### src/rtl/window_row_band_counter_top_macros.svh
// Assertion macros used by the window row band counter back end.
// Each macro expects signals named clk and rst_n in the including scope.
`ifndef WINDOW_ROW_BAND_COUNTER_TOP_MACROS_SVH
`define WINDOW_ROW_BAND_COUNTER_TOP_MACROS_SVH

// Condition in the same cycle implies the consequence in the same cycle.
`define WRBC_IMPLIES(lbl, ante, cons, msg) \
    lbl: assert property (@(posedge clk) disable iff (!rst_n) (ante) |-> (cons)) else $error(msg);

// Condition in one cycle implies the consequence in the next cycle.
`define WRBC_LEADS_TO(lbl, ante, cons, msg) \
    lbl: assert property (@(posedge clk) disable iff (!rst_n) (ante) |=> (cons)) else $error(msg);

`endif

### src/rtl/wrbc_pkg.sv
// Shared types and constants of the window row band counter.
// Used by every RTL module of the block; depends on nothing.
package wrbc_pkg;

    localparam int COL_W       = 12;
    localparam int BOUND_W     = 13;
    localparam int ROW_W       = 12;
    localparam int SUM_W       = 20;
    localparam int PIX_W       = 8;
    localparam int OUT_W       = 12;
    localparam int CFG_ADDR_W  = 3;
    localparam int GREY_LEVEL  = 239;
    localparam int NEAR_SQ     = 900;
    localparam int QUEUE_DEPTH = 4;
    localparam int QUEUE_PTR_W = $clog2(QUEUE_DEPTH);
    localparam int DIVIDEND_W  = 13;
    localparam int DIV_CNT_W   = $clog2(DIVIDEND_W + 1);

    localparam logic [CFG_ADDR_W-1:0] CFG_LEFT_COL     = 3'd0;
    localparam logic [CFG_ADDR_W-1:0] CFG_RIGHT_COL    = 3'd1;
    localparam logic [CFG_ADDR_W-1:0] CFG_TOP_LIMIT    = 3'd2;
    localparam logic [CFG_ADDR_W-1:0] CFG_BOTTOM_LIMIT = 3'd3;
    localparam logic [CFG_ADDR_W-1:0] CFG_PITCH        = 3'd4;
    localparam logic [CFG_ADDR_W-1:0] CFG_ITEM_HEIGHT  = 3'd5;

    typedef struct packed {
        logic [COL_W-1:0]   left_col;
        logic [BOUND_W-1:0] right_col;
        logic [ROW_W-1:0]   top_limit;
        logic [BOUND_W-1:0] bottom_limit;
        logic [ROW_W-1:0]   pitch;
        logic [ROW_W-1:0]   item_height;
    } cfg_t;

    typedef struct packed {
        logic [SUM_W-1:0] r_sum;
        logic [SUM_W-1:0] g_sum;
        logic [SUM_W-1:0] b_sum;
        logic             cnear;
        logic             in_rows;
        logic [ROW_W-1:0] row;
        logic             frame_end;
    } row_rec_t;

endpackage

### src/rtl/wrbc_front.sv
// Front end: counts columns and rows, accumulates window sums, runs the centre test.
// Emits one row record per finished row. Depends on wrbc_pkg.
module wrbc_front (
    input  logic                         clk,
    input  logic                         rst_n,
    input  wrbc_pkg::cfg_t               cfg,
    input  logic                         in_valid,
    output logic                         in_ready,
    input  logic [wrbc_pkg::PIX_W-1:0]   red,
    input  logic [wrbc_pkg::PIX_W-1:0]   green,
    input  logic [wrbc_pkg::PIX_W-1:0]   blue,
    input  logic                         row_end,
    input  logic                         frame_end,
    input  logic                         q_full,
    output logic                         push,
    output wrbc_pkg::row_rec_t           rec
);

    logic [wrbc_pkg::COL_W-1:0]   col_reg, col_next;
    logic [wrbc_pkg::ROW_W-1:0]   row_reg, row_next;
    logic [wrbc_pkg::SUM_W-1:0]   r_sum_reg, r_sum_next, g_sum_reg, g_sum_next;
    logic [wrbc_pkg::SUM_W-1:0]   b_sum_reg, b_sum_next;
    logic                         cnear_reg, cnear_next;
    logic [wrbc_pkg::SUM_W-1:0]   r_acc, g_acc, b_acc;
    logic                         cnear_acc;
    logic                         accept, eol, in_win, at_centre, near;
    logic [wrbc_pkg::BOUND_W:0]   centre_sum;
    logic [wrbc_pkg::BOUND_W-1:0] centre;
    logic [17:0]                  near_dsq;

    function automatic logic [15:0] sq_dist(input logic [7:0] c);
        logic [7:0] d;
        d = (c >= 8'(wrbc_pkg::GREY_LEVEL)) ? c - 8'(wrbc_pkg::GREY_LEVEL)
                                              : 8'(wrbc_pkg::GREY_LEVEL) - c;
        return 16'(d) * 16'(d);
    endfunction

    always_comb
    begin
        accept     = in_valid && in_ready;
        eol        = row_end || frame_end;
        centre_sum = {2'b0, cfg.left_col} + {1'b0, cfg.right_col};
        centre     = centre_sum[wrbc_pkg::BOUND_W:1];
        in_win     = ({1'b0, col_reg} >= {1'b0, cfg.left_col}) && ({1'b0, col_reg} < cfg.right_col);
        at_centre  = {1'b0, col_reg} == centre;
        near_dsq   = {2'b0, sq_dist(red)} + {2'b0, sq_dist(green)} + {2'b0, sq_dist(blue)};
        near       = near_dsq < 18'(wrbc_pkg::NEAR_SQ);
        r_acc      = in_win ? r_sum_reg + wrbc_pkg::SUM_W'(red) : r_sum_reg;
        g_acc      = in_win ? g_sum_reg + wrbc_pkg::SUM_W'(green) : g_sum_reg;
        b_acc      = in_win ? b_sum_reg + wrbc_pkg::SUM_W'(blue) : b_sum_reg;
        cnear_acc  = at_centre ? near : cnear_reg;

        col_next   = col_reg;
        row_next   = row_reg;
        r_sum_next = r_sum_reg;
        g_sum_next = g_sum_reg;
        b_sum_next = b_sum_reg;
        cnear_next = cnear_reg;
        if (accept)
        begin
            if (eol)
            begin
                col_next   = '0;
                r_sum_next = '0;
                g_sum_next = '0;
                b_sum_next = '0;
                cnear_next = 1'b0;
                row_next   = frame_end ? '0 : row_reg + 1'b1;
            end
            else
            begin
                col_next   = col_reg + 1'b1;
                r_sum_next = r_acc;
                g_sum_next = g_acc;
                b_sum_next = b_acc;
                cnear_next = cnear_acc;
            end
        end

        in_ready      = !q_full;
        push          = accept && eol;
        rec.r_sum     = r_acc;
        rec.g_sum     = g_acc;
        rec.b_sum     = b_acc;
        rec.cnear     = cnear_acc;
        rec.in_rows   = ({1'b0, row_reg} >= {1'b0, cfg.top_limit})
                        && ({1'b0, row_reg} < cfg.bottom_limit);
        rec.row       = row_reg;
        rec.frame_end = frame_end;
    end

    always_ff @(posedge clk or negedge rst_n)
    begin
        if (!rst_n)
        begin
            col_reg   <= '0;
            row_reg   <= '0;
            r_sum_reg <= '0;
            g_sum_reg <= '0;
            b_sum_reg <= '0;
            cnear_reg <= 1'b0;
        end
        else
        begin
            col_reg   <= col_next;
            row_reg   <= row_next;
            r_sum_reg <= r_sum_next;
            g_sum_reg <= g_sum_next;
            b_sum_reg <= b_sum_next;
            cnear_reg <= cnear_next;
        end
    end

endmodule

### src/rtl/wrbc_queue.sv
// Short first-in first-out queue of row records between front and back end.
// Depends on wrbc_pkg.
module wrbc_queue (
    input  logic               clk,
    input  logic               rst_n,
    input  logic               push,
    input  wrbc_pkg::row_rec_t push_data,
    input  logic               pop,
    output wrbc_pkg::row_rec_t pop_data,
    output logic               full,
    output logic               empty
);

    wrbc_pkg::row_rec_t               mem_reg [wrbc_pkg::QUEUE_DEPTH];
    logic [wrbc_pkg::QUEUE_PTR_W-1:0] wr_ptr_reg, wr_ptr_next, rd_ptr_reg, rd_ptr_next;
    logic [wrbc_pkg::QUEUE_PTR_W:0]   cnt_reg, cnt_next;
    logic                             do_push, do_pop;

    always_comb
    begin
        full     = cnt_reg == (wrbc_pkg::QUEUE_PTR_W + 1)'(wrbc_pkg::QUEUE_DEPTH);
        empty    = cnt_reg == '0;
        do_push  = push && !full;
        do_pop   = pop && !empty;
        pop_data = mem_reg[rd_ptr_reg];

        wr_ptr_next = wr_ptr_reg;
        rd_ptr_next = rd_ptr_reg;
        cnt_next    = cnt_reg;
        if (do_push)
        begin
            wr_ptr_next = (wr_ptr_reg == wrbc_pkg::QUEUE_PTR_W'(wrbc_pkg::QUEUE_DEPTH - 1))
                          ? '0 : wr_ptr_reg + 1'b1;
        end
        if (do_pop)
        begin
            rd_ptr_next = (rd_ptr_reg == wrbc_pkg::QUEUE_PTR_W'(wrbc_pkg::QUEUE_DEPTH - 1))
                          ? '0 : rd_ptr_reg + 1'b1;
        end
        if (do_push && !do_pop)
        begin
            cnt_next = cnt_reg + 1'b1;
        end
        else if (do_pop && !do_push)
        begin
            cnt_next = cnt_reg - 1'b1;
        end
    end

    always_ff @(posedge clk or negedge rst_n)
    begin
        if (!rst_n)
        begin
            wr_ptr_reg <= '0;
            rd_ptr_reg <= '0;
            cnt_reg    <= '0;
        end
        else
        begin
            wr_ptr_reg <= wr_ptr_next;
            rd_ptr_reg <= rd_ptr_next;
            cnt_reg    <= cnt_next;
        end
    end

    always_ff @(posedge clk)
    begin
        if (do_push)
        begin
            mem_reg[wr_ptr_reg] <= push_data;
        end
    end

endmodule

### src/rtl/wrbc_div.sv
// Restoring divider that retires one quotient bit per cycle.
// Depends on wrbc_pkg.
module wrbc_div (
    input  logic                            clk,
    input  logic                            rst_n,
    input  logic                            start,
    input  logic [wrbc_pkg::DIVIDEND_W-1:0] dividend,
    input  logic [wrbc_pkg::ROW_W-1:0]      divisor,
    output logic                            done,
    output logic [wrbc_pkg::DIVIDEND_W-1:0] quotient
);

    logic                            busy_reg, busy_next, done_reg, done_next;
    logic [wrbc_pkg::DIV_CNT_W-1:0]  cnt_reg, cnt_next;
    logic [wrbc_pkg::ROW_W-1:0]      rem_reg, rem_next, dvs_reg, dvs_next;
    logic [wrbc_pkg::DIVIDEND_W-1:0] quo_reg, quo_next;
    logic [wrbc_pkg::ROW_W:0]        trial, trial_sub;
    logic                            fits;

    always_comb
    begin
        trial     = {rem_reg, quo_reg[wrbc_pkg::DIVIDEND_W-1]};
        fits      = trial >= {1'b0, dvs_reg};
        trial_sub = trial - {1'b0, dvs_reg};

        busy_next = busy_reg;
        done_next = 1'b0;
        cnt_next  = cnt_reg;
        rem_next  = rem_reg;
        dvs_next  = dvs_reg;
        quo_next  = quo_reg;
        if (start)
        begin
            busy_next = 1'b1;
            cnt_next  = wrbc_pkg::DIV_CNT_W'(wrbc_pkg::DIVIDEND_W);
            rem_next  = '0;
            dvs_next  = divisor;
            quo_next  = dividend;
        end
        else if (busy_reg)
        begin
            rem_next = fits ? trial_sub[wrbc_pkg::ROW_W-1:0] : trial[wrbc_pkg::ROW_W-1:0];
            quo_next = {quo_reg[wrbc_pkg::DIVIDEND_W-2:0], fits};
            cnt_next = cnt_reg - 1'b1;
            if (cnt_reg == wrbc_pkg::DIV_CNT_W'(1))
            begin
                busy_next = 1'b0;
                done_next = 1'b1;
            end
        end
        done     = done_reg;
        quotient = quo_reg;
    end

    always_ff @(posedge clk or negedge rst_n)
    begin
        if (!rst_n)
        begin
            busy_reg <= 1'b0;
            done_reg <= 1'b0;
            cnt_reg  <= '0;
        end
        else
        begin
            busy_reg <= busy_next;
            done_reg <= done_next;
            cnt_reg  <= cnt_next;
        end
    end

    always_ff @(posedge clk)
    begin
        rem_reg <= rem_next;
        dvs_reg <= dvs_next;
        quo_reg <= quo_next;
    end

endmodule

### src/rtl/wrbc_back.sv
// Back end: mean colour test per row record, band tracking and frame result with stack count.
// Depends on wrbc_pkg, wrbc_div and the assertion macro header.
`include "window_row_band_counter_top_macros.svh"

module wrbc_back (
    input  logic                          clk,
    input  logic                          rst_n,
    input  wrbc_pkg::cfg_t                cfg,
    input  logic                          q_empty,
    input  wrbc_pkg::row_rec_t            q_data,
    output logic                          pop,
    output logic                          out_valid,
    input  logic                          out_ready,
    output logic                          found,
    output logic [wrbc_pkg::OUT_W-1:0]    top_row,
    output logic [wrbc_pkg::OUT_W-1:0]    bottom_row,
    output logic [wrbc_pkg::OUT_W-1:0]    item_count
);

    typedef enum logic [5:0] {
        ST_IDLE  = 6'b000001,
        ST_SQR   = 6'b000010,
        ST_JUDGE = 6'b000100,
        ST_PRE   = 6'b001000,
        ST_DIV   = 6'b010000,
        ST_EMIT  = 6'b100000
    } state_t;

    state_t                       state_reg, state_next;
    wrbc_pkg::row_rec_t           rec_reg, rec_next;
    logic [20:0]                  ref_reg, ref_next;
    logic [25:0]                  wsq_reg, wsq_next;
    logic [35:0]                  limit_reg, limit_next;
    logic [43:0]                  acc_reg, acc_next;
    logic [1:0]                   ch_reg, ch_next;
    logic                         found_reg, found_next;
    logic [wrbc_pkg::ROW_W-1:0]   first_reg, first_next, last_reg, last_next;
    logic                         zero_reg, zero_next, npos_reg, npos_next;
    logic [wrbc_pkg::OUT_W-1:0]   count_reg, count_next;
    logic                         out_valid_reg, out_valid_next;
    logic                         out_found_reg, out_found_next;
    logic [wrbc_pkg::OUT_W-1:0]   out_top_reg, out_top_next, out_bottom_reg, out_bottom_next;
    logic [wrbc_pkg::OUT_W-1:0]   out_count_reg, out_count_next;

    logic                         win_ok, qualifies, out_free, div_start, div_done;
    logic [wrbc_pkg::BOUND_W-1:0] width;
    logic [wrbc_pkg::SUM_W-1:0]   sel_sum;
    logic [21:0]                  diff, neg_diff;
    logic [20:0]                  mag;
    logic [41:0]                  sq;
    logic [13:0]                  n_val, q_inc;
    logic [wrbc_pkg::ROW_W-1:0]   divisor;
    logic [wrbc_pkg::DIVIDEND_W-1:0] quotient;

    wrbc_div u_div (
        .clk      (clk),
        .rst_n    (rst_n),
        .start    (div_start),
        .dividend (n_val[wrbc_pkg::DIVIDEND_W-1:0]),
        .divisor  (divisor),
        .done     (div_done),
        .quotient (quotient)
    );

    always_comb
    begin
        win_ok  = cfg.right_col > {1'b0, cfg.left_col};
        width   = cfg.right_col - {1'b0, cfg.left_col};
        case (ch_reg)
            2'd0:    sel_sum = rec_reg.r_sum;
            2'd1:    sel_sum = rec_reg.g_sum;
            default: sel_sum = rec_reg.b_sum;
        endcase
        diff     = {2'b0, sel_sum} - {1'b0, ref_reg};
        neg_diff = 22'd0 - diff;
        mag      = diff[21] ? neg_diff[20:0] : diff[20:0];
        sq       = 42'(mag) * 42'(mag);
        qualifies = rec_reg.in_rows && rec_reg.cnear && win_ok
                    && (acc_reg < {8'b0, limit_reg});
        n_val    = {2'b0, last_reg} - {2'b0, first_reg} - {2'b0, cfg.item_height} + 14'd2;
        divisor  = (cfg.pitch == '0) ? wrbc_pkg::ROW_W'(1) : cfg.pitch;
        q_inc    = {1'b0, quotient} + 14'd1;
        out_free = !out_valid_reg || out_ready;

        state_next      = state_reg;
        rec_next        = rec_reg;
        ref_next        = ref_reg;
        wsq_next        = wsq_reg;
        limit_next      = limit_reg;
        acc_next        = acc_reg;
        ch_next         = ch_reg;
        found_next      = found_reg;
        first_next      = first_reg;
        last_next       = last_reg;
        zero_next       = zero_reg;
        npos_next       = npos_reg;
        count_next      = count_reg;
        out_valid_next  = out_valid_reg && !out_ready;
        out_found_next  = out_found_reg;
        out_top_next    = out_top_reg;
        out_bottom_next = out_bottom_reg;
        out_count_next  = out_count_reg;
        pop             = 1'b0;
        div_start       = 1'b0;

        unique case (state_reg)
            ST_IDLE:
            begin
                if (!q_empty)
                begin
                    pop        = 1'b1;
                    rec_next   = q_data;
                    ref_next   = 21'(width) * 21'(wrbc_pkg::GREY_LEVEL);
                    wsq_next   = 26'(width) * 26'(width);
                    acc_next   = '0;
                    ch_next    = 2'd0;
                    state_next = ST_SQR;
                end
            end
            ST_SQR:
            begin
                acc_next = acc_reg + {2'b0, sq};
                ch_next  = ch_reg + 1'b1;
                if (ch_reg == 2'd0)
                begin
                    limit_next = 36'(wsq_reg) * 36'(wrbc_pkg::NEAR_SQ);
                end
                if (ch_reg == 2'd2)
                begin
                    state_next = ST_JUDGE;
                end
            end
            ST_JUDGE:
            begin
                if (qualifies)
                begin
                    if (!found_reg)
                    begin
                        first_next = rec_reg.row;
                    end
                    last_next  = rec_reg.row;
                    found_next = 1'b1;
                end
                state_next = rec_reg.frame_end ? ST_PRE : ST_IDLE;
            end
            ST_PRE:
            begin
                zero_next  = !found_reg || (last_reg <= first_reg);
                npos_next  = !n_val[13] && (n_val != '0);
                div_start  = 1'b1;
                state_next = ST_DIV;
            end
            ST_DIV:
            begin
                if (div_done)
                begin
                    if (zero_reg)
                    begin
                        count_next = '0;
                    end
                    else if (!npos_reg)
                    begin
                        count_next = wrbc_pkg::OUT_W'(1);
                    end
                    else if (q_inc[13:12] != 2'b00)
                    begin
                        count_next = '1;
                    end
                    else
                    begin
                        count_next = q_inc[wrbc_pkg::OUT_W-1:0];
                    end
                    state_next = ST_EMIT;
                end
            end
            ST_EMIT:
            begin
                if (out_free)
                begin
                    out_valid_next  = 1'b1;
                    out_found_next  = found_reg;
                    out_top_next    = first_reg;
                    out_bottom_next = last_reg;
                    out_count_next  = count_reg;
                    found_next      = 1'b0;
                    first_next      = '0;
                    last_next       = '0;
                    state_next      = ST_IDLE;
                end
            end
            default:
            begin
                state_next = ST_IDLE;
            end
        endcase

        out_valid  = out_valid_reg;
        found      = out_found_reg;
        top_row    = out_top_reg;
        bottom_row = out_bottom_reg;
        item_count = out_count_reg;
    end

    always_ff @(posedge clk or negedge rst_n)
    begin
        if (!rst_n)
        begin
            state_reg     <= ST_IDLE;
            found_reg     <= 1'b0;
            first_reg     <= '0;
            last_reg      <= '0;
            out_valid_reg <= 1'b0;
        end
        else
        begin
            state_reg     <= state_next;
            found_reg     <= found_next;
            first_reg     <= first_next;
            last_reg      <= last_next;
            out_valid_reg <= out_valid_next;
        end
    end

    always_ff @(posedge clk)
    begin
        rec_reg        <= rec_next;
        ref_reg        <= ref_next;
        wsq_reg        <= wsq_next;
        limit_reg      <= limit_next;
        acc_reg        <= acc_next;
        ch_reg         <= ch_next;
        zero_reg       <= zero_next;
        npos_reg       <= npos_next;
        count_reg      <= count_next;
        out_found_reg  <= out_found_next;
        out_top_reg    <= out_top_next;
        out_bottom_reg <= out_bottom_next;
        out_count_reg  <= out_count_next;
    end

    `WRBC_IMPLIES(a_pop_not_empty, pop, !q_empty, "row record taken from an empty queue")
    `WRBC_IMPLIES(a_band_clear, !found_reg, (first_reg == '0) && (last_reg == '0), "band rows set without a qualifying row")
    `WRBC_IMPLIES(a_div_done_in_div, div_done, state_reg == ST_DIV, "divider finished outside the divide step")
    `WRBC_LEADS_TO(a_emit_valid, (state_reg == ST_EMIT) && out_free, out_valid_reg, "frame result not presented after emit")
    `WRBC_IMPLIES(a_count_order, out_valid_reg && (out_count_reg != '0), out_bottom_reg > out_top_reg, "nonzero count without bottom below top")

endmodule

### src/rtl/window_row_band_counter_top.sv
// Window row band counter top level: configuration registers, front end, row queue, back end.
// Pixels are taken one per cycle while the row queue is not full; each finished row passes
// the back end's idle, square-sum and judge states, so rows shorter than 5 pixels fill the
// 4-entry row queue and then stall the input. A frame-end pixel's result becomes valid after
// its judge, pre-divide, divide and emit states; the serial stack-count divider dominates them.
// Asynchronous active-low reset clears counters, sums and the band and loads default config.
module window_row_band_counter_top (
    input  logic                              clk,
    input  logic                              rst_n,
    input  logic                              cfg_we,
    input  logic [wrbc_pkg::CFG_ADDR_W-1:0]   cfg_addr,
    input  logic [wrbc_pkg::BOUND_W-1:0]      cfg_wdata,
    input  logic                              s_axis_tvalid,
    output logic                              s_axis_tready,
    input  logic [23:0]                       s_axis_tdata,  // red, green, blue
    input  logic                              s_axis_tlast,  // row_end
    input  logic                              s_axis_tuser,  // frame_end
    output logic                              m_axis_tvalid,
    input  logic                              m_axis_tready,
    output logic [39:0]                       m_axis_tdata   // found, top_row, bottom_row, item_count
);

    wrbc_pkg::cfg_t           cfg_reg, cfg_next;
    wrbc_pkg::row_rec_t       push_rec, pop_rec;
    logic                     push, pop, q_full, q_empty;
    logic                     found;
    logic [wrbc_pkg::OUT_W-1:0] top_row, bottom_row, item_count;

    always_comb
    begin
        cfg_next = cfg_reg;
        if (cfg_we)
        begin
            unique case (cfg_addr)
                wrbc_pkg::CFG_LEFT_COL:     cfg_next.left_col     = cfg_wdata[wrbc_pkg::COL_W-1:0];
                wrbc_pkg::CFG_RIGHT_COL:    cfg_next.right_col    = cfg_wdata;
                wrbc_pkg::CFG_TOP_LIMIT:    cfg_next.top_limit    = cfg_wdata[wrbc_pkg::ROW_W-1:0];
                wrbc_pkg::CFG_BOTTOM_LIMIT: cfg_next.bottom_limit = cfg_wdata;
                wrbc_pkg::CFG_PITCH:        cfg_next.pitch        = cfg_wdata[wrbc_pkg::ROW_W-1:0];
                wrbc_pkg::CFG_ITEM_HEIGHT:  cfg_next.item_height  = cfg_wdata[wrbc_pkg::ROW_W-1:0];
                default:                    cfg_next = cfg_reg;
            endcase
        end
        m_axis_tdata = {3'b000, item_count, bottom_row, top_row, found};
    end

    always_ff @(posedge clk or negedge rst_n)
    begin
        if (!rst_n)
        begin
            cfg_reg.left_col     <= '0;
            cfg_reg.right_col    <= wrbc_pkg::BOUND_W'(1);
            cfg_reg.top_limit    <= '0;
            cfg_reg.bottom_limit <= wrbc_pkg::BOUND_W'(1);
            cfg_reg.pitch        <= wrbc_pkg::ROW_W'(1);
            cfg_reg.item_height  <= '0;
        end
        else
        begin
            cfg_reg <= cfg_next;
        end
    end

    wrbc_front u_front (
        .clk       (clk),
        .rst_n     (rst_n),
        .cfg       (cfg_reg),
        .in_valid  (s_axis_tvalid),
        .in_ready  (s_axis_tready),
        .red       (s_axis_tdata[7:0]),
        .green     (s_axis_tdata[15:8]),
        .blue      (s_axis_tdata[23:16]),
        .row_end   (s_axis_tlast),
        .frame_end (s_axis_tuser),
        .q_full    (q_full),
        .push      (push),
        .rec       (push_rec)
    );

    wrbc_queue u_queue (
        .clk       (clk),
        .rst_n     (rst_n),
        .push      (push),
        .push_data (push_rec),
        .pop       (pop),
        .pop_data  (pop_rec),
        .full      (q_full),
        .empty     (q_empty)
    );

    wrbc_back u_back (
        .clk        (clk),
        .rst_n      (rst_n),
        .cfg        (cfg_reg),
        .q_empty    (q_empty),
        .q_data     (pop_rec),
        .pop        (pop),
        .out_valid  (m_axis_tvalid),
        .out_ready  (m_axis_tready),
        .found      (found),
        .top_row    (top_row),
        .bottom_row (bottom_row),
        .item_count (item_count)
    );

endmodule
### config.mk
export PLATFORM = sky130hd
export DESIGN_NAME = window_row_band_counter_top
export DESIGN_NICKNAME = d
export VERILOG_FILES = /design/src/rtl/wrbc_pkg.sv /design/src/rtl/wrbc_front.sv /design/src/rtl/wrbc_queue.sv /design/src/rtl/wrbc_div.sv /design/src/rtl/wrbc_back.sv /design/src/rtl/window_row_band_counter_top.sv
export VERILOG_INCLUDE_DIRS = /design/src /design/src/rtl
export SDC_FILE = /design/constraint.sdc
export NUM_CORES = 2
export LEC_CHECK = 0
export BUFFER_PORTS_ARGS = -buffer_cell sky130_fd_sc_hd__buf_2
export CELL_PAD_IN_SITES_DETAIL_PLACEMENT = 0
export CELL_PAD_IN_SITES_GLOBAL_PLACEMENT = 1
export CORE_ASPECT_RATIO = 1.1
export CORE_MARGIN = 3
export CORE_UTILIZATION = 48
export DETAILED_ROUTE_END_ITERATION = 7
export HOLD_SLACK_MARGIN = 0.12
export PLACE_DENSITY_LB_ADDON = 0.25
export RECOVER_POWER = 100
export SYNTH_ARGS = -nofsm -noshare
export SYNTH_HDL_FRONTEND = slang
export SYNTH_SLANG_ARGS = --single-unit
### constraint.sdc
create_clock -name clk -period 10.3 [get_ports clk]
set_input_delay 0 -clock clk [delete_from_list [all_inputs] [get_ports clk]]
set_output_delay 0 -clock clk [all_outputs]
set_load 0.02 [all_outputs]
======== Word level (Yosys, flattened, before mapping) ========
Memory sizes are Yosys's and may differ from the RTL's. A register that Yosys moved wholly into a read port is not among the register bits.
Index checks and enable logic that the tools add are counted.
operators by class
  add/subtract/negate cells ............... 29
  multiply operators ...................... 7
  $lt $le $gt $ge ......................... 12
  eq/ne operators ......................... 24
  multiplexer cells ....................... 58
  bitwise gates (word level) .............. 2
  reductions and logical operators ........ 50
operators with widths
  cell                                                                  count
  20-bit 2-to-1 mux                                                     6
  12-bit 2-to-1 mux                                                     8
  44-bit one-hot mux with 2 select lines                                1
  20-bit by 8-bit adder with 20-bit output                              3
  8-bit by 8-bit multiplier with 16-bit output                          3
  12-bit one-hot mux with 2 select lines                                2
  44-bit by 42-bit adder with 44-bit output                             1
  44-bit by 36-bit less-than comparator with 1-bit output               1
  44-bit 2-to-1 mux                                                     1
  21-bit by 21-bit multiplier with 42-bit output                        1
  20-bit one-hot mux with 2 select lines                                1
  6-bit one-hot mux with 6 select lines                                 1
  26-bit by 8-bit multiplier with 34-bit output, second input constant  1
  12-bit by 13-bit less-than comparator with 1-bit output               2
  13-bit by 13-bit multiplier with 26-bit output                        1
  13-bit 2-to-1 mux                                                     2
  12-bit by 1-bit adder with 12-bit output, second input constant       2
  12-bit greater-or-equal comparator                                    2
  8-bit greater-or-equal comparator, second input constant              3
  6-bit 2-to-1 mux                                                      4
  8-bit 2-to-1 mux                                                      3
  2-bit AND reduction                                                   12
  8-bit subtractor, first input constant                                3
  8-bit subtractor, second input constant                               3
  54 further kinds                                                      115
storage, ports and cells
  bits in registers ....................... 419
  RAM bits ................................ 300
  bits of input ports ..................... 47
  output and inout port bits .............. 42
  word-level logic and storage cells ...... 222
  memories kept ........................... 1
memories
  name             words  bits a word  rd ports  clocked after memory_dff  wr ports  RTL line          source
  u_queue.mem_reg  4      75           1         1                         1         wrbc_queue.sv:14  wrbc_pkg::row_rec_t mem_reg [wrbc_pkg::QUEUE_DEPTH];

======== Depth between registers and ports, before layout ========
  depth in word-level cells ............... 9
  gate-level depth with buffers ........... 46
  mapped depth without buffers ............ 45

======== Hierarchy ========
A second synthesis with hierarchy kept.
second synthesis, totals
  cell total of the unflattened synthesis .. 6148
  area total of the unflattened synthesis .. 67563.5 µm²
modules (own cells, without submodules)
  module                       instances  cells an instance  area each (µm²)  sequential area each (µm²)
  wrbc_back                    1          3752               37349.6          8309.2
  wrbc_front                   1          1595               13696.9          2127.0
  wrbc_queue                   1          429                11289.6          9183.8
  window_row_band_counter_top  1          165                2924.1           1855.5
  wrbc_div                     1          207                2303.5           1141.1

======== Worst setup path after synthesis ========
No wires, ideal clock.
  kind .................................... register to register
  start ................................... register u_back.ch_reg[0]
  end ..................................... register u_back.acc_reg[42], data pin
  library setup time ...................... 266 ps
  data arrival time ....................... 10644 ps
  required time ........................... 10034 ps
  path slack .............................. -610 ps
  cell stages (with the launch flop) ...... 43
  path buffers ............................ 2
  clock period less this slack ............ 10910 ps
  cells stage by stage .................... edfxtp_1 > ha_1 > clkbuf_1 > a22o_1 > a21oi_1 > ha_1 > inv_1 > fa_1 > a211oi_2 > o21ai_0 > xor2_1 > nor3_1 > a21oi_1 > nor4_2 > or3b_1 > or3_4 > o31ai_1 > xnor2_1 > (+7 left out) > fa_1 > inv_1 > fa_1 > fa_1 > inv_1 > ha_1 > a21o_1 > a21oi_1 > o21bai_1 > a21o_1 > a21oi_1 > nand2_1 > o221ai_1 > o21ai_0 > a211o_1 > a41oi_1 > xor2_1 > nor2_1
on the way
  cells in the longest elaborated chain, start to end .. 8
  elaborated cells on any way between the ends .. 9
  those cells by class .................... add/sub: 3; mul: 1; eq/ne: 1; mux: 3; reduce/logical: 1
ends and longest elaborated chain
  item                                                                                      RTL line          source
  start: declaration                                                                        wrbc_back.sv:35   logic [1:0] ch_reg, ch_next;
  start signal: assignment                                                                  wrbc_back.sv:231  ch_reg <= ch_next;
  2-bit by 1-bit equality test with 1-bit output / 2-bit zero test (equally long branches)  wrbc_back.sv:69   case (ch_reg)
  20-bit one-hot mux with 2 select lines (*)                                                wrbc_back.sv:69
  20-bit by 21-bit subtractor with 22-bit output (*)                                        wrbc_back.sv:74   diff = {2'b0, sel_sum} - {1'b0, ref_reg};
  1-bit by 21-bit subtractor with 21-bit output                                             wrbc_back.sv:75   neg_diff = 22'd0 - diff;
  21-bit 2-to-1 mux (*)                                                                     wrbc_back.sv:76   mag = diff[21] ? neg_diff[20:0] : diff[20:0];
  21-bit by 21-bit multiplier with 42-bit output (*)                                        wrbc_back.sv:77   sq = 42'(mag) * 42'(mag);
  44-bit by 42-bit adder with 44-bit output (*)                                             wrbc_back.sv:122  acc_next = acc_reg + {2'b0, sq};
  44-bit one-hot mux with 2 select lines (*)                                                wrbc_back.sv:106  unique case (state_reg)
  end signal: assignment                                                                    wrbc_back.sv:230  acc_reg <= acc_next;
  end: declaration                                                                          wrbc_back.sv:34   logic [43:0] acc_reg, acc_next;
Mark *: on every way between the ends. The rest lies on a longest branch, timed or not.
A chain may end at the register's enable or synchronous reset.

======== Final worst setup path ========
  start ................................... register u_back.ch_reg[0]
  end ..................................... register u_back.acc_reg[43], data pin
The elaborated chain is that of the path after synthesis.

==> results.md <==
* FMAX at 94.16 MHz
* Vias/cell at 5.227
* Worst Path Class, Setup: reg2reg
* Clock slew at reported path FFs at around 70 ps
* First-pass GRT wire length at between 200000 and 300000 um
* Worst Path Required at roughly 11000 ps
* First-iteration detailed-routing DRC count at around 2300
* Area share of the largest cell type after synthesis at 0.2608
* Max FFs per register at 300
* Crit Reg-Reg Startpoint: u_back.ch_reg[0]
* Post-synthesis sequential area ratio at 0.3416
* Yosys warning total at 0
* Fin. Hold Viols at 0
* Hpwl dp at ~120000 um
* Final hold slack at approximately 170 ps
* Cell count after placement at roughly 8200
* Synthesized flop and latch total at a little under 800
* Die width at between 300 and 400 um
* Outcome: finished, violations left
* Post-synth cell types at 93
* # nets final at 7955
* Synth area leaders: edfxtp_1 (26%), fa_1 (20%), ha_1 (13%)
* CTS sink count at 791
* Drt wl/cell at 18.51 um
* DR pass1 iterations at 5
* EDFF count, synth at around 580
* Fin cells at 8430
* CP Capture Type: flip-flop
* Worst relative slew slack at -1.822
* Clock Tree Root: clkbuf_16
* Post-layout util at 0.5522
* Die Y at approximately 400 um
* Worst R2R Setup Slack at -320 ps
* Period minus WS final at about 11000 ps
* Worst slew pin tran at 4233 ps
* CP arrival at about 11000 ps
* Mapped Area at about 66000 um^2
* Slowest CP cell: fa_1
* GP Congestion at 0.8747
* Total gr overflow at 0
* Critical path startpoint category: flip-flop
* Critical Path Start: u_back.ch_reg[0]
* CP dominant cell by count: fa_1
* Remaining DRCs at 0
* Fin Clk Skew at about 41 ps
* CTS Buffer Depth at 3
* Mean post-synth cell area at about 11 um^2
* # IOs at around 90
* Initial core utilization at 0.4846
* Final setup vio count at 13
* Area delta synth->final at 13.94%
* Crit path largest cell delay at between 500 and 600 ps
* Max Fanout on Critical Path at 4
* Vias at roughly 44000
* Fraction of layout cells with a size suffix above 1 at 0.1331
* Inserted Clock Buffers at just over 80
* Critical R2R Capture: u_back.acc_reg[43]
* Placed cell areas at approximately 72000 um^2
* FF-to-FF path depth at between 40 and 50
* Unrepaired setup endpoints after global routing: yes
* Failing checks: capacitance limit, slew limit, setup timing
* Setup ws final at -319.9 ps
* CTS H-Tree Depth at 3
* Initial antenna violation count at 3
* Finished Cell Area at roughly 75000 um^2
* Total global-route track usage at 0.2247
* Slew Viols, Final at 917
* Vias in the first global route at 47070
* FFs w/ async S/R, synth at 0.2579
* Pin count of the biggest net entering global routing at 76
* Clk Latency, worst-skew pair at between 600 and 700 ps
* Cell accounting for the most synthesized area: edfxtp_1
* Syn Inst Count at slightly above 6000
* Critical Path End: u_back.acc_reg[43]
* Full die area at 142400 um^2
* Final wirelength at 156100 um
* Max Cap Violations at 18
* Worst min path class: in2reg
* Final antenna-violating net count at 0
* CTS tree: yes
* Core area at around 140000 um^2
* IO buf count at 85
* Final period util at 1.031
* Row cnt at 142
* Dominant synthesized flop cell: edfxtp_1
## layout make-up
class,instances,area [um^2]
fill,11900,61180
multi-input combinational,3949,39300
sequential,791,22620
inverter,1184,4454
timing repair buffer,553,4005
tap,1800,2252
clock buffer,104,2225
clock inverter,47,583.1
antenna,2,5.005
## critical path: cells and delay by family, from the launching register on
| family | cells | cell delay, ps |
|---|---|---|
| AOI/OAI and AO/OA | 14 | 2210 |
| and+or+nand+nor | 8 | 2060 |
| buffers and inverters | 9 | 780 |
| DFF | 1 | 440 |
| xor gates and xnor gates | 2 | 320 |
| adders and majority gates | 11 | 4550 |
## through the flow
stage | setup WS [ps] | TNS (ps)
after floorplan | 22.89 | 0
after global placement | -408.4 | -3626
after detailed placement | -548.0 | -5562
after CTS | -348.4 | -3444
after global routing | -730.5 | -9593
final | -319.9 | -2894
## Yosys cell counts, types with 11 or more instances
library cell / count
xnor2_1: 231
nor2_1: 408
a31oi_1: 26
dfrtp_1: 200
a22oi_1: 20
xor2_1: 91
o21a_1: 13
o31ai_1: 35
buf_1: 11
nor2b_1: 32
clkbuf_1: 144
a21boi_0: 13
o2bb2ai_1: 16
nor3_1: 58
mux2_2: 53
fa_1: 667
o21bai_1: 56
a22o_1: 26
a21oi_1: 211
nor4_1: 14
o21ai_0: 211
dfxtp_1: 12
or2_2: 26
a41oi_1: 22
nand2b_1: 37
nand2_1: 443
mux2i_1: 14
nand4_1: 32
or3_1: 14
nand3_1: 68
ha_1: 681
edfxtp_1: 575
and2_1: 28
a211oi_1: 17
mux4_2: 75
inv_1: 1171
a21o_1: 126
and3_1: 40
## cells in the final DEF, fill, tap and decap left out, types with 38 or more instances in the layout
cell / n
a21o_1: 126
a21oi_1: 195
and3_1: 38
buf_2: 44
buf_4: 384
clkbuf_1: 79
clkbuf_16: 82
dfrtp_1: 199
dlygate4sd3_1: 43
edfxtp_1: 575
fa_1: 662
ha_1: 668
inv_1: 1163
mux2_2: 52
mux4_2: 75
nand2_1: 435
nand3_1: 65
nor2_1: 394
nor3_1: 55
o21ai_0: 203
o21bai_1: 55
xnor2_1: 219
xor2_1: 86
## kinds of logic (layout without fill, tap and decap cells)
group,Yosys count,in the layout,synth area share
buffers and inverters,1345,1888,0.07653
DFF,791,791,0.3416
and+or+nand+nor,1239,1239,0.08399
muxes,142,142,0.03664
adders and majority gates,1348,1348,0.3303
xor gates and xnor gates,323,323,0.04284
AOI/OAI and AO/OA,892,892,0.08800
other,2,7,0.0001134
## repair_timing
| item | 4_1_cts | 5_1_grt |
|---|---|---|
| cloned | 0 | 2 |
| hold buffers | 44 | 0 |
| setup endpoints to repair | 17 | 30 |
| setup buffers | 12 | 13 |
| pin swaps | 49 | 51 |
| endpoints found under the hold margin | 247 | 0 |
| resized for setup | 52 | 92 |
## how the worst min path moves through the flow
stage	end	slack [ps]	cells past startpoint	startpoint
final	u_front.b_sum_reg[3]	170	6	s_axis_tdata[19]
after global routing	cfg_reg[36]	170	3	cfg_wdata[12]
after CTS	u_front.r_sum_reg[7]	120	6	s_axis_tdata[7]
after detailed placement	u_back.u_div.cnt_reg[3]	10	1	rst_n
after global placement	u_back.u_div.cnt_reg[0]	10	1	rst_n
after floorplan	cfg_reg[0]	-300	0	rst_n
## routing by layer
metal | up-vias | share of wire | routed length, um | global-route usage
li1 | 21170 | - | - | -
met1 | 22060 | 0.42 | 65990 | 0.2885
met2 | 653 | 0.52 | 81550 | 0.4063
met3 | 182 | 0.028 | 4324 | 0.02122
met4 | 0 | 0.027 | 4194 | 0.06004
met5 | - | 0 | 0 | 0
Power is left out: the tool's default activity adds up to more than one toggle a clock period on the data nets, which glitch-free logic cannot reach.
